[src/rtl/core/rgb2hsv_pkg.sv]
// ----------------------------------------------------------------------------
// rgb2hsv_pkg
// Shared types and constants of the RGB to HSV pixel converter.
// ----------------------------------------------------------------------------
package rgb2hsv_pkg;

    // Saturation is given with 8 fraction bits and may reach exactly 1.0.
    localparam int SAT_FRAC_BITS = 8;
    localparam int SAT_W         = SAT_FRAC_BITS + 1;
    localparam int SAT_ONE       = 2 ** SAT_FRAC_BITS;

    // Hue constants in whole degrees.
    localparam int DEG_SIXTY     = 60;
    localparam int DEG_FULL_TURN = 360;
    localparam int DEG_GREEN_OFS = 120;
    localparam int DEG_BLUE_OFS  = 240;

    // Which channel holds the maximum; ties go to red, then to green.
    typedef enum logic [1:0] {
        SEL_RED,
        SEL_GREEN,
        SEL_BLUE
    } max_sel_t;

    // Side flags that travel next to the divider pipeline.
    typedef struct packed {
        max_sel_t sel;
        logic     grey;
        logic     black;
    } pix_flags_t;

endpackage

[src/rtl/core/rgb2hsv_front.sv]
// ----------------------------------------------------------------------------
// rgb2hsv_front
// Two register stages: maximum and minimum search, then the numerators and
// divisors for the hue and saturation dividers.
// ----------------------------------------------------------------------------
module rgb2hsv_front #(
    parameter int CHANNEL_BITS      = 8,
    parameter int HUE_FRACTION_BITS = 6,
    parameter int NUM_W             = 22
) (
    input  logic                       aclk,
    input  logic                       en,
    input  logic [CHANNEL_BITS-1:0]    red,
    input  logic [CHANNEL_BITS-1:0]    green,
    input  logic [CHANNEL_BITS-1:0]    blue,
    output logic [NUM_W-1:0]           hue_num,
    output logic [CHANNEL_BITS:0]      hue_den,
    output logic [NUM_W-1:0]           sat_num,
    output logic [CHANNEL_BITS:0]      sat_den,
    output logic [CHANNEL_BITS-1:0]    brightness,
    output rgb2hsv_pkg::pix_flags_t    flags
);
    import rgb2hsv_pkg::*;

    localparam int CB        = CHANNEL_BITS;
    // Twice 60 degrees in hue units: the numerator is doubled for rounding.
    localparam int HUE_SCALE = 2 * DEG_SIXTY * (2 ** HUE_FRACTION_BITS);

    // Stage 1: the largest channel, the smallest channel and the two others.
    logic [CB-1:0] max_next, min_next, pos_next, neg_next;
    max_sel_t      sel_next;
    logic [CB-1:0] max_reg, min_reg, pos_reg, neg_reg;
    max_sel_t      sel_reg;

    always_comb begin
        if (red >= green && red >= blue) begin
            sel_next = SEL_RED;
            max_next = red;
            pos_next = green;
            neg_next = blue;
        end else if (green >= blue) begin
            sel_next = SEL_GREEN;
            max_next = green;
            pos_next = blue;
            neg_next = red;
        end else begin
            sel_next = SEL_BLUE;
            max_next = blue;
            pos_next = red;
            neg_next = green;
        end
        if (red <= green && red <= blue) begin
            min_next = red;
        end else if (green <= blue) begin
            min_next = green;
        end else begin
            min_next = blue;
        end
    end

    always_ff @(posedge aclk) begin
        if (en) begin
            max_reg <= max_next;
            min_reg <= min_next;
            pos_reg <= pos_next;
            neg_reg <= neg_next;
            sel_reg <= sel_next;
        end
    end

    // Stage 2: the channel difference is shifted up by delta so that it is
    // never negative; the hue base offset later takes the shift back out.
    logic [CB-1:0]    delta;
    logic [CB:0]      shifted_diff;
    logic [NUM_W-1:0] hue_num_next, sat_num_next;
    pix_flags_t       flags_next;

    logic [NUM_W-1:0] hue_num_reg, sat_num_reg;
    logic [CB:0]      hue_den_reg, sat_den_reg;
    logic [CB-1:0]    bright_reg;
    pix_flags_t       flags_reg;

    always_comb begin
        delta        = max_reg - min_reg;
        shifted_diff = (CB+1)'(pos_reg) + (CB+1)'(delta) - (CB+1)'(neg_reg);
        hue_num_next = NUM_W'(shifted_diff) * NUM_W'(HUE_SCALE) + NUM_W'(delta);
        sat_num_next = (NUM_W'(delta) << (SAT_FRAC_BITS + 1)) + NUM_W'(max_reg);
        flags_next.sel   = sel_reg;
        flags_next.grey  = (delta == '0);
        flags_next.black = (max_reg == '0);
    end

    always_ff @(posedge aclk) begin
        if (en) begin
            hue_num_reg <= hue_num_next;
            sat_num_reg <= sat_num_next;
            hue_den_reg <= {delta, 1'b0};
            sat_den_reg <= {max_reg, 1'b0};
            bright_reg  <= max_reg;
            flags_reg   <= flags_next;
        end
    end

    assign hue_num    = hue_num_reg;
    assign hue_den    = hue_den_reg;
    assign sat_num    = sat_num_reg;
    assign sat_den    = sat_den_reg;
    assign brightness = bright_reg;
    assign flags      = flags_reg;

endmodule

[src/rtl/core/rgb2hsv_div.sv]
// ----------------------------------------------------------------------------
// rgb2hsv_div
// Pipelined restoring divider that settles one quotient bit per stage.
// ----------------------------------------------------------------------------
module rgb2hsv_div #(
    parameter int DEN_W  = 9,
    parameter int QUOT_W = 13
) (
    input  logic                      aclk,
    input  logic                      en,
    input  logic [DEN_W+QUOT_W-1:0]   num,
    input  logic [DEN_W-1:0]          den,
    output logic [QUOT_W-1:0]         quo
);
    localparam int NUM_W = DEN_W + QUOT_W;

    // The caller keeps num below den * 2^QUOT_W, so the quotient fits.
    logic [NUM_W-1:0]  rem_reg [QUOT_W-1];
    logic [DEN_W-1:0]  den_reg [QUOT_W-1];
    logic [QUOT_W-1:0] quo_reg [QUOT_W];

    for (genvar k = 0; k < QUOT_W; k++) begin : g_stage
        localparam int BIT = QUOT_W - 1 - k;

        logic [NUM_W-1:0]  rem_in, trial, rem_next;
        logic [DEN_W-1:0]  den_in;
        logic [QUOT_W-1:0] quo_in, quo_next;

        if (k == 0) begin : g_first
            assign rem_in = num;
            assign den_in = den;
            assign quo_in = '0;
        end else begin : g_next
            assign rem_in = rem_reg[k-1];
            assign den_in = den_reg[k-1];
            assign quo_in = quo_reg[k-1];
        end

        always_comb begin
            trial    = NUM_W'(den_in) << BIT;
            quo_next = quo_in;
            if (rem_in >= trial) begin
                rem_next      = rem_in - trial;
                quo_next[BIT] = 1'b1;
            end else begin
                rem_next = rem_in;
            end
        end

        always_ff @(posedge aclk) begin
            if (en) begin
                quo_reg[k] <= quo_next;
            end
        end

        if (k < QUOT_W - 1) begin : g_carry
            always_ff @(posedge aclk) begin
                if (en) begin
                    rem_reg[k] <= rem_next;
                    den_reg[k] <= den_in;
                end
            end
        end
    end

    assign quo = quo_reg[QUOT_W-1];

endmodule

[src/rtl/core/rgb2hsv_skid.sv]
// ----------------------------------------------------------------------------
// rgb2hsv_skid
// Output register with a skid entry, so the ready toward the pipeline is
// taken from a flip-flop.
// ----------------------------------------------------------------------------
module rgb2hsv_skid #(
    parameter int DATA_W = 32
) (
    input  logic              aclk,
    input  logic              aresetn,
    input  logic              in_valid,
    output logic              in_ready,
    input  logic [DATA_W-1:0] in_data,
    output logic              out_valid,
    input  logic              out_ready,
    output logic [DATA_W-1:0] out_data
);
    logic              out_valid_reg, skid_valid_reg;
    logic [DATA_W-1:0] out_data_reg, skid_data_reg;
    logic              load_out, load_skid;

    assign in_ready  = !skid_valid_reg;
    assign load_out  = out_ready || !out_valid_reg;
    assign load_skid = !load_out && in_valid && in_ready;

    always_ff @(posedge aclk) begin
        if (!aresetn) begin
            out_valid_reg  <= 1'b0;
            skid_valid_reg <= 1'b0;
        end else if (load_out) begin
            out_valid_reg  <= skid_valid_reg || in_valid;
            skid_valid_reg <= 1'b0;
        end else if (load_skid) begin
            skid_valid_reg <= 1'b1;
        end
    end

    always_ff @(posedge aclk) begin
        if (load_out) begin
            out_data_reg <= skid_valid_reg ? skid_data_reg : in_data;
        end
        if (load_skid) begin
            skid_data_reg <= in_data;
        end
    end

    assign out_valid = out_valid_reg;
    assign out_data  = out_data_reg;

endmodule

[src/rtl/core/rgb_to_hsv_pixel_core.sv]
// ----------------------------------------------------------------------------
// rgb_to_hsv_pixel_core
// Converts RGB pixels to hue, saturation and value, one per clock when ready.
//
//   Channel   Direction  Payload (tdata, from bit 0 up)
//   s_        in         red, green, blue (CHANNEL_BITS each)
//   m_        out        hue (HUE_W), saturation (9), brightness (CHANNEL_BITS)
//
// One pixel is accepted per cycle while s_tready is high. A result passes
// through two front stages, the divider pipelines that retire one quotient
// bit per stage, the final stage and the output register. Reset clears only
// the valid bits. When the output is stalled and a further result arrives,
// the skid entry fills and s_tready, driven from its registered valid flag,
// drops; the whole pipeline then holds.
// ----------------------------------------------------------------------------
module rgb_to_hsv_pixel_core #(
    parameter int CHANNEL_BITS      = 8,
    parameter int HUE_FRACTION_BITS = 6,
    localparam int HUE_W  = $clog2(360 * (2 ** HUE_FRACTION_BITS)),
    localparam int S_TW   = ((3 * CHANNEL_BITS + 7) / 8) * 8,
    localparam int M_TW   = ((HUE_W + 9 + CHANNEL_BITS + 7) / 8) * 8
) (
    input  logic            aclk,
    input  logic            aresetn,
    input  logic            s_tvalid,
    output logic            s_tready,
    input  logic [S_TW-1:0] s_tdata,   // red, green, blue
    output logic            m_tvalid,
    input  logic            m_tready,
    output logic [M_TW-1:0] m_tdata    // hue, saturation, brightness
);
    import rgb2hsv_pkg::*;

    localparam int CB       = CHANNEL_BITS;
    localparam int HUE_ONE  = 2 ** HUE_FRACTION_BITS;
    localparam int HUE_TURN = DEG_FULL_TURN * HUE_ONE;
    localparam int HUE_QW   = $clog2(2 * DEG_SIXTY * HUE_ONE + 1);
    localparam int QUOT_W   = (HUE_QW > SAT_W) ? HUE_QW : SAT_W;
    localparam int NUM_W    = CB + 1 + QUOT_W;
    localparam int SUM_W    = HUE_W + 1;
    localparam int STAGES   = 2 + QUOT_W + 1;
    localparam int PACK_W   = HUE_W + SAT_W + CB;
    // Hue bases per maximum channel, less the 60 degree shift of the front.
    localparam int BASE_RED   = (DEG_FULL_TURN - DEG_SIXTY) * HUE_ONE;
    localparam int BASE_GREEN = (DEG_GREEN_OFS - DEG_SIXTY) * HUE_ONE;
    localparam int BASE_BLUE  = (DEG_BLUE_OFS - DEG_SIXTY) * HUE_ONE;

    logic en;
    logic valid_reg [STAGES];

    // Front stages.
    logic [NUM_W-1:0] hue_num, sat_num;
    logic [CB:0]      hue_den, sat_den;
    logic [CB-1:0]    front_bright;
    pix_flags_t       front_flags;

    rgb2hsv_front #(
        .CHANNEL_BITS      (CHANNEL_BITS),
        .HUE_FRACTION_BITS (HUE_FRACTION_BITS),
        .NUM_W             (NUM_W)
    ) u_front (
        .aclk       (aclk),
        .en         (en),
        .red        (s_tdata[CB-1:0]),
        .green      (s_tdata[2*CB-1:CB]),
        .blue       (s_tdata[3*CB-1:2*CB]),
        .hue_num    (hue_num),
        .hue_den    (hue_den),
        .sat_num    (sat_num),
        .sat_den    (sat_den),
        .brightness (front_bright),
        .flags      (front_flags)
    );

    // Dividers, run side by side with equal latency.
    logic [QUOT_W-1:0] hue_quo, sat_quo;

    rgb2hsv_div #(
        .DEN_W  (CB + 1),
        .QUOT_W (QUOT_W)
    ) u_hue_div (
        .aclk (aclk),
        .en   (en),
        .num  (hue_num),
        .den  (hue_den),
        .quo  (hue_quo)
    );

    rgb2hsv_div #(
        .DEN_W  (CB + 1),
        .QUOT_W (QUOT_W)
    ) u_sat_div (
        .aclk (aclk),
        .en   (en),
        .num  (sat_num),
        .den  (sat_den),
        .quo  (sat_quo)
    );

    // Brightness and flags ride along with the divider stages.
    logic [CB-1:0] bright_pipe_reg [QUOT_W];
    pix_flags_t    flags_pipe_reg  [QUOT_W];

    always_ff @(posedge aclk) begin
        if (en) begin
            bright_pipe_reg[0] <= front_bright;
            flags_pipe_reg[0]  <= front_flags;
            for (int i = 1; i < QUOT_W; i++) begin
                bright_pipe_reg[i] <= bright_pipe_reg[i-1];
                flags_pipe_reg[i]  <= flags_pipe_reg[i-1];
            end
        end
    end

    always_ff @(posedge aclk) begin
        if (!aresetn) begin
            for (int i = 0; i < STAGES; i++) begin
                valid_reg[i] <= 1'b0;
            end
        end else if (en) begin
            valid_reg[0] <= s_tvalid;
            for (int i = 1; i < STAGES; i++) begin
                valid_reg[i] <= valid_reg[i-1];
            end
        end
    end

    // Final stage: add the hue base, wrap once, and apply the grey and
    // black special cases.
    pix_flags_t       post_flags;
    logic [SUM_W-1:0] hue_base, hue_sum;
    logic [HUE_W-1:0] hue_next, hue_reg;
    logic [SAT_W-1:0] sat_next, sat_reg;
    logic [CB-1:0]    bright_reg;

    assign post_flags = flags_pipe_reg[QUOT_W-1];

    always_comb begin
        case (post_flags.sel)
            SEL_RED:   hue_base = SUM_W'(BASE_RED);
            SEL_GREEN: hue_base = SUM_W'(BASE_GREEN);
            SEL_BLUE:  hue_base = SUM_W'(BASE_BLUE);
            default:   hue_base = '0;
        endcase
        hue_sum = SUM_W'(hue_quo) + hue_base;
        if (post_flags.grey) begin
            hue_next = '0;
        end else if (hue_sum >= SUM_W'(HUE_TURN)) begin
            hue_next = HUE_W'(hue_sum - SUM_W'(HUE_TURN));
        end else begin
            hue_next = HUE_W'(hue_sum);
        end
        sat_next = post_flags.black ? '0 : sat_quo[SAT_W-1:0];
    end

    always_ff @(posedge aclk) begin
        if (en) begin
            hue_reg    <= hue_next;
            sat_reg    <= sat_next;
            bright_reg <= bright_pipe_reg[QUOT_W-1];
        end
    end

    logic [PACK_W-1:0] out_data;

    rgb2hsv_skid #(
        .DATA_W (PACK_W)
    ) u_skid (
        .aclk      (aclk),
        .aresetn   (aresetn),
        .in_valid  (valid_reg[STAGES-1]),
        .in_ready  (en),
        .in_data   ({bright_reg, sat_reg, hue_reg}),
        .out_valid (m_tvalid),
        .out_ready (m_tready),
        .out_data  (out_data)
    );

    assign s_tready = en;
    assign m_tdata  = M_TW'(out_data);

endmodule

[config.mk]
export PLATFORM = sky130hd
export DESIGN_NAME = rgb_to_hsv_pixel_core
export DESIGN_NICKNAME = d
export VERILOG_FILES = /design/src/rtl/core/rgb2hsv_pkg.sv /design/src/rtl/core/rgb2hsv_front.sv /design/src/rtl/core/rgb2hsv_div.sv /design/src/rtl/core/rgb2hsv_skid.sv /design/src/rtl/core/rgb_to_hsv_pixel_core.sv
export SDC_FILE = /design/constraint.sdc
export NUM_CORES = 2
export LEC_CHECK = 0
export BUFFER_PORTS_ARGS = -buffer_cell sky130_fd_sc_hd__buf_2
export CORE_MARGIN = 3
export CORE_UTILIZATION = 55
export CTS_BUF_LIST = sky130_fd_sc_hd__clkbuf_16
export CTS_CLUSTER_SIZE = 20
export DETAILED_ROUTE_END_ITERATION = 6
export GPL_TIMING_DRIVEN = 0
export PLACE_DENSITY_LB_ADDON = 0.25
export SYNTH_ARGS = -nofsm -noshare
export SYNTH_HDL_FRONTEND = slang
export SYNTH_HIERARCHICAL = 1
export SYNTH_SLANG_ARGS = --single-unit
[constraint.sdc]
create_clock -name aclk -period 60.5 [get_ports aclk]
set_clock_uncertainty 0.15 [all_clocks]
set_input_delay 12.1 -clock aclk [delete_from_list [all_inputs] [get_ports aclk]]
set_output_delay 12.1 -clock aclk [all_outputs]
set_load 0.01 [all_outputs]
# [After elaboration in Yosys (flattened, before gate mapping)]
# Memories as Yosys holds them, arrays and structs flattened. A register that Yosys moved wholly into a read port is not among the register bits.
# Index checks and enable logic that the tools add are counted.
[totals] ff_bits=179 ramBits=1254 in_bits=28 out_inout_bits=34 wordCells=207 memories=9
[memory_table] memory="u_hue_div.rem_reg" depth=12 word_bits=22 rd=12 rd_ports_with_merged_regs=0 write_ports=12 line="rgb2hsv_div.sv:18" rtl="logic [NUM_W-1:0] rem_reg [QUOT_W-1];"
[memory_table] memory="u_sat_div.rem_reg" depth=12 word_bits=22 rd=12 rd_ports_with_merged_regs=0 write_ports=12 line="rgb2hsv_div.sv:18"
[memory_table] memory="u_hue_div.quo_reg" depth=13 word_bits=13 rd=13 rd_ports_with_merged_regs=0 write_ports=13 line="rgb2hsv_div.sv:20" rtl="logic [QUOT_W-1:0] quo_reg [QUOT_W];"
[memory_table] memory="u_sat_div.quo_reg" depth=13 word_bits=13 rd=13 rd_ports_with_merged_regs=1 write_ports=13 line="rgb2hsv_div.sv:20"
[memory_table] memory="u_hue_div.den_reg" depth=12 word_bits=9 rd=12 rd_ports_with_merged_regs=0 write_ports=12 line="rgb2hsv_div.sv:19" rtl="logic [DEN_W-1:0] den_reg [QUOT_W-1];"
[memory_table] memory="u_sat_div.den_reg" depth=12 word_bits=9 rd=12 rd_ports_with_merged_regs=0 write_ports=12 line="rgb2hsv_div.sv:19"
[memory_table] memory="+3 memories"
[classes] n_addsub=31 n_mul=1 order_cmp=33 n_eq_ne=2 n_mux=82 n_bitwise=17 n_reduce_logical=15
[op_table] cell="22-bit 2-to-1 mux" n=24
[op_table] cell="8-bit 2-to-1 mux" n=8
[op_table] cell="1-bit 2-to-1 mux" n=46
[op_table] cell="15-bit case mux with 3 select lines" n=1
[op_table] cell="22-bit by 10-bit >= comparator with 1-bit output" n=2
[op_table] cell="22-bit by 11-bit >= comparator with 1-bit output" n=2
[op_table] cell="22-bit by 12-bit >= comparator with 1-bit output" n=2
[op_table] cell="22-bit by 13-bit >= comparator with 1-bit output" n=2
[op_table] cell="22-bit by 14-bit >= comparator with 1-bit output" n=2
[op_table] cell="22-bit by 15-bit >= comparator with 1-bit output" n=2
[op_table] cell="22-bit by 16-bit >= comparator with 1-bit output" n=2
[op_table] cell="22-bit by 17-bit >= comparator with 1-bit output" n=2
[op_table] cell="22-bit by 18-bit >= comparator with 1-bit output" n=2
[op_table] cell="22-bit by 19-bit >= comparator with 1-bit output" n=2
[op_table] cell="22-bit by 20-bit >= comparator with 1-bit output" n=2
[op_table] cell="22-bit by 21-bit >= comparator with 1-bit output" n=2
[op_table] cell="22-bit by 9-bit >= comparator with 1-bit output" n=2
[op_table] cell="22-bit by 10-bit subtractor with 22-bit output" n=2
[op_table] cell="22-bit by 11-bit subtractor with 22-bit output" n=2
[op_table] cell="22-bit by 12-bit subtractor with 22-bit output" n=2
[op_table] cell="22-bit by 13-bit subtractor with 22-bit output" n=2
[op_table] cell="22-bit by 14-bit subtractor with 22-bit output" n=2
[op_table] cell="22-bit by 15-bit subtractor with 22-bit output" n=2
[op_table] cell="22-bit by 16-bit subtractor with 22-bit output" n=2
[op_table] cell="29 further kinds" n=62

# [Logic depth before layout (Yosys ltp)]
# An unclocked memory read counts as a cell.
[logic_depth] ltp_word=6 ltp_mapped=26 ltp_nobuf=26

# [Modules after synthesis]
# Netlist, hierarchy kept.
[modules_own_cells] module="rgb2hsv_div at u_hue_div" n_inst=1 cells_each=1696 area_per_inst_um2=22240.1 seq_area_each_um2=13903.3
[modules_own_cells] module="rgb2hsv_div at u_sat_div" n_inst=1 cells_each=1713 area_per_inst_um2=22221.3 seq_area_each_um2=13903.3
[modules_own_cells] module="rgb_to_hsv_pixel_core" n_inst=1 cells_each=320 area_per_inst_um2=6929.1 seq_area_each_um2=6125.9
[modules_own_cells] module="rgb2hsv_front" n_inst=1 cells_each=504 area_per_inst_um2=5557.8 seq_area_each_um2=2011.9
[modules_own_cells] module="rgb2hsv_skid" n_inst=1 cells_each=108 area_per_inst_um2=2538.7 seq_area_each_um2=1961.9

# [Worst setup path before layout]
# Ideal clock, no wire load.
[synth_timing] path_type="register to output" start="register u_skid.skid_valid_reg" end="output port s_tready" arrival_time_ns=23.338 required_ns=48.250 slack_ns=24.912 stages_incl_launch_ff=4 path_buffers=2 path_cell_list="dfxtp_1 -> buf_6 -> buf_12 -> inv_1"
[synth_between] elab_chain_len=1
[synth_rtl] item="start, declared" line="rgb2hsv_skid.sv:18" rtl="logic out_valid_reg, skid_valid_reg;"
[synth_rtl] item="start signal, assigned" line="rgb2hsv_skid.sv:29" rtl="skid_valid_reg <= 1'b0;"
[synth_rtl] item="start signal, assigned" line="rgb2hsv_skid.sv:32" rtl="skid_valid_reg <= 1'b0;"
[synth_rtl] item="start signal, assigned" line="rgb2hsv_skid.sv:34" rtl="skid_valid_reg <= 1'b1;"
[synth_rtl] item="1-bit logical NOT" line="rgb2hsv_skid.sv:22" rtl="assign in_ready = !skid_valid_reg;"
[synth_rtl] item="end, declared" line="rgb_to_hsv_pixel_core.sv:26" rtl="output logic s_tready,"
# No other way between the ends.

# [Worst setup path after layout]
# Ends and elaborated chain as after synthesis.

==> results.md <==
Critical path:
- The type of destination of the critical path is a primary output.
- The type of the worst setup path is flop to primary output.
- STA classifies the critical path startpoint as a flop.
- The data arrival at the endpoint of the critical path is approximately 2.8 ns.
- The critical path starts at u_skid/skid_valid_reg$_SDFFE_PP0P_.
- The slowest library cell on the worst path is sky130_fd_sc_hd__buf_16.
- STA puts the critical path data required time at 48.25 ns.
- The endpoint of the worst-slack reg-to-reg timing path is u_front/hue_num[21]$_DFFE_PP_.
- Walking the worst path, the cells encountered are buf_6, buf_12, inv_8, buf_16, buf_2.
- In this design, the largest share of critical-path delay is due to buffers and inverters.
- The buffering stage count on the worst path with inverters included is 5.
- In this design, the stage delay of the slowest critical-path cell is between 0.5 and 0.6 ns.
- The startpoint of the worst register-to-register path is u_front/max_reg[0]$_DFFE_PP_.
- Along the worst path, the maximum fanout reaches 140.
- The worst reg-to-reg path cell count is 23.
- Setup slack on the worst reg-to-reg path comes out at 54.09 ns.

Placed design:
- Routability-driven placement finished with a final weighted congestion of 0.9272.
- The detailed placer's ending HPWL is roughly 70000 um.
- The number of buffers added on ports is 61.

STA:
- Setup repair after global routing left no endpoint under its margin.
- Dividing the final minimum period by the clock period gives 0.2481.
- The count of final hold-check violations is 0.
- Static timing analysis puts the maximum clock frequency at around 0.067 GHz.
- The routed design could run at a clock period as short as between 15 and 20 ns.
- The worst pin sits at a relative slew slack of 0.3853.
- For the pin with the worst max-slew slack, the measured transition is around 0.9 ns.
- Summed over all failing endpoints, the final setup total negative slack is 0 ns.
- The setup-violating endpoint count in the final report is 0.
- The number of max-slew violations in the final report is 0.

Synth:
- The cell area that synthesis handed to floorplanning was about 0.058 mm2.
- The count of yosys warnings during synthesis is 6.
- The synthesized instance count is 4292.
- The mean cell area of the mapped netlist is about 14 um2.

Status:
- The flow ran to the end, and the final reports show no timing, DRC or antenna violations.

Run:
- Across the run, the number of max-cap violations was 0.

Finish:
- The number of nets in the final layout is between 4000 and 5000.
- Of the cells placed in the final design, the portion with a size suffix greater than 1 is 0.1070.
- Counting the fill cells in the layout gives between 7000 and 8000.
- The footprint of the multi-input gates is slightly below 0.02 mm2.
- The area added between synthesis and finish is 11.08%.
- The footprint of the flip-flops and latches is 0.03653 mm2.

Drt:
- Wires add up to slightly below 100000 um.
- The post-detailed-route via-to-cell ratio is 5.459.
- The via total after detailed routing is 32640.
- The count of nets left with antenna violations after detail routing is 0.
- After detailed routing, the average wire length per cell comes to 16.28 um.
- The detailed-router iteration count before antenna repair is 7.
- The final routed DRC violation total is 0.
- After the first detailed-routing iteration, the DRC count stood at 1900.

CTS:
- The tree built by TritonCTS fans out to 1217 sinks.
- The later pin in the worst-skew pair is clocked with a latency of approximately 0.71 ns.
- The clock transition at the registers of the reported paths is approximately 0.060 ns.
- The TritonCTS clock tree is done.
- Post-CTS repair changed the size of 0 cells.
- The number of H-tree levels is 4.
- The number of buffers added to fix hold violations after cts is 0.
- After clock tree synthesis, the setup repair step added 0 buffers.
- The maximum buffer depth of the clock tree is 3.
- The root buffer cell is sky130_fd_sc_hd__clkbuf_16.
- The CTS buffer count is roughly 130.

Die:
- The die covers between 0.1 and 0.15 mm2.
- For this design the top-level I/O count stands at slightly above 60.
- The floorplan step defined a core boundary enclosing 0.1042 mm2.
- In this run the vertical extent of the chip is 331 um.
- The floorplan has 118 rows.
- Measured along the x axis, the die boundary spans ~330 um.
- For this configuration, the core starts out at a cell density of 0.5573.

GRT:
- Entering global routing, the biggest net connects 150 pins.
- The first global-routing pass estimated around 160000 um of wire.
- After global routing the overflow that remains totals 0.
- In the global route stage, overall resource usage came out at 0.1794.
- The number of antenna violations at the first check in global routing is 1.
- The via count of the first global-routing pass is about 33000.

Hold path:
- The class of the worst hold path is flop to flop.
- For hold timing, the worst endpoint is flags_pipe_reg[1][17]$_DFFE_PP_.
- The number of cells on the worst hold path is 0.
- The worst hold path begins at flags_pipe_reg[1][13]$_DFFE_PP_.
==> worst reg2reg max path: stages (launching register included) <==
cell	delay, ns
sky130_fd_sc_hd__edfxtp_1	0.39
sky130_fd_sc_hd__inv_1	0.06
sky130_fd_sc_hd__ha_1	0.23
sky130_fd_sc_hd__fa_1	0.41
sky130_fd_sc_hd__nand2b_1	0.17
sky130_fd_sc_hd__a21oi_1	0.20
sky130_fd_sc_hd__a21o_1	0.15
sky130_fd_sc_hd__a21oi_1	0.07
sky130_fd_sc_hd__xnor2_1	0.47
sky130_fd_sc_hd__fa_1	0.53
sky130_fd_sc_hd__ha_1	0.35
sky130_fd_sc_hd__clkbuf_1	0.40
sky130_fd_sc_hd__a21oi_1	0.21
sky130_fd_sc_hd__xnor2_1	0.31
sky130_fd_sc_hd__fa_1	0.48
sky130_fd_sc_hd__fa_1	0.50
sky130_fd_sc_hd__inv_1	0.04
sky130_fd_sc_hd__ha_1	0.33
sky130_fd_sc_hd__nand2_1	0.08
sky130_fd_sc_hd__o21ai_0	0.21
sky130_fd_sc_hd__o211ai_1	0.13
sky130_fd_sc_hd__nand2b_1	0.09
sky130_fd_sc_hd__a21oi_1	0.07
sky130_fd_sc_hd__xnor2_1	0.13
==> per-layer routing <==
layer	global-route usage	share of wire	up-vias	wire, um
met4	0.07644	0.039	0	3748
met2	0.3322	0.53	588	51440
li1	-	-	16350	-
met1	0.2025	0.40	15460	38920
met5	0	0	-	0
met3	0.03235	0.033	244	3197
==> per-stage QoR <==
step | hold slack (ns) | setup WS, ns | utilization | instance area [um2] | std cells
final | 0.2544 | 45.49 | 0.6191 | 64530 | 5979
after CTS | 0.2564 | 45.40 | 0.6191 | 64530 | 5978
after detailed placement | 0.2545 | 45.85 | 0.5799 | 60450 | 5753
after global placement | 0.2502 | 15.99 | 0.5771 | 60160 | 5741
after global routing | 0.2612 | 45.30 | 0.6191 | 64530 | 5978
after floorplan | 0.2503 | 25.79 | - | 58120 | 4300
==> area by class of cell <==
class                      instances  area share
buffer                           101     0.01006
inverter                         385     0.02251
antenna                            1  0.00003878
timing repair buffer              73    0.008977
clock inverter                    90     0.01090
sequential                      1217      0.5660
tap                             1380     0.02676
clock buffer                     135     0.05235
multi-input combinational       2597      0.3024
==> cells in the final DEF (no fill, tap or decap), types with 22 or more instances in the layout <==
cell / instances
sky130_fd_sc_hd__ha_1: 301
sky130_fd_sc_hd__a21oi_1: 200
sky130_fd_sc_hd__nor2_1: 239
sky130_fd_sc_hd__nand2_1: 202
sky130_fd_sc_hd__nand3_1: 33
sky130_fd_sc_hd__o21a_1: 59
sky130_fd_sc_hd__a31oi_1: 22
sky130_fd_sc_hd__a21o_1: 59
sky130_fd_sc_hd__fa_1: 45
sky130_fd_sc_hd__xnor2_1: 134
sky130_fd_sc_hd__o31ai_1: 39
sky130_fd_sc_hd__nor3_1: 94
sky130_fd_sc_hd__mux2_4: 32
sky130_fd_sc_hd__nand2b_1: 73
sky130_fd_sc_hd__buf_4: 46
sky130_fd_sc_hd__xor2_1: 143
sky130_fd_sc_hd__mux2i_1: 62
sky130_fd_sc_hd__or3_1: 27
sky130_fd_sc_hd__buf_2: 67
sky130_fd_sc_hd__clkbuf_1: 41
sky130_fd_sc_hd__mux2_2: 77
sky130_fd_sc_hd__nor2b_1: 71
sky130_fd_sc_hd__a211oi_1: 30
sky130_fd_sc_hd__nand4_1: 30
sky130_fd_sc_hd__clkinv_1: 26
sky130_fd_sc_hd__clkbuf_16: 135
sky130_fd_sc_hd__nor4_1: 66
sky130_fd_sc_hd__or2_2: 24
sky130_fd_sc_hd__inv_1: 406
sky130_fd_sc_hd__o21ai_0: 214
sky130_fd_sc_hd__o31a_1: 25
sky130_fd_sc_hd__edfxtp_1: 1215
==> how the worst max path moves through the flow <==
stage / to / slack, ns / cells past startpoint
after global placement: s_tready / 15.99 / 4
after CTS: s_tready / 45.40 / 5
after detailed placement: u_front/max_reg[6]$_DFFE_PP_ / 45.85 / 10
final: s_tready / 45.49 / 5
after floorplan: s_tready / 25.79 / 3
after global routing: s_tready / 45.30 / 5
Power is not shown: default switching activity piles up to over one toggle a cycle in this logic, so the estimate is an artifact.
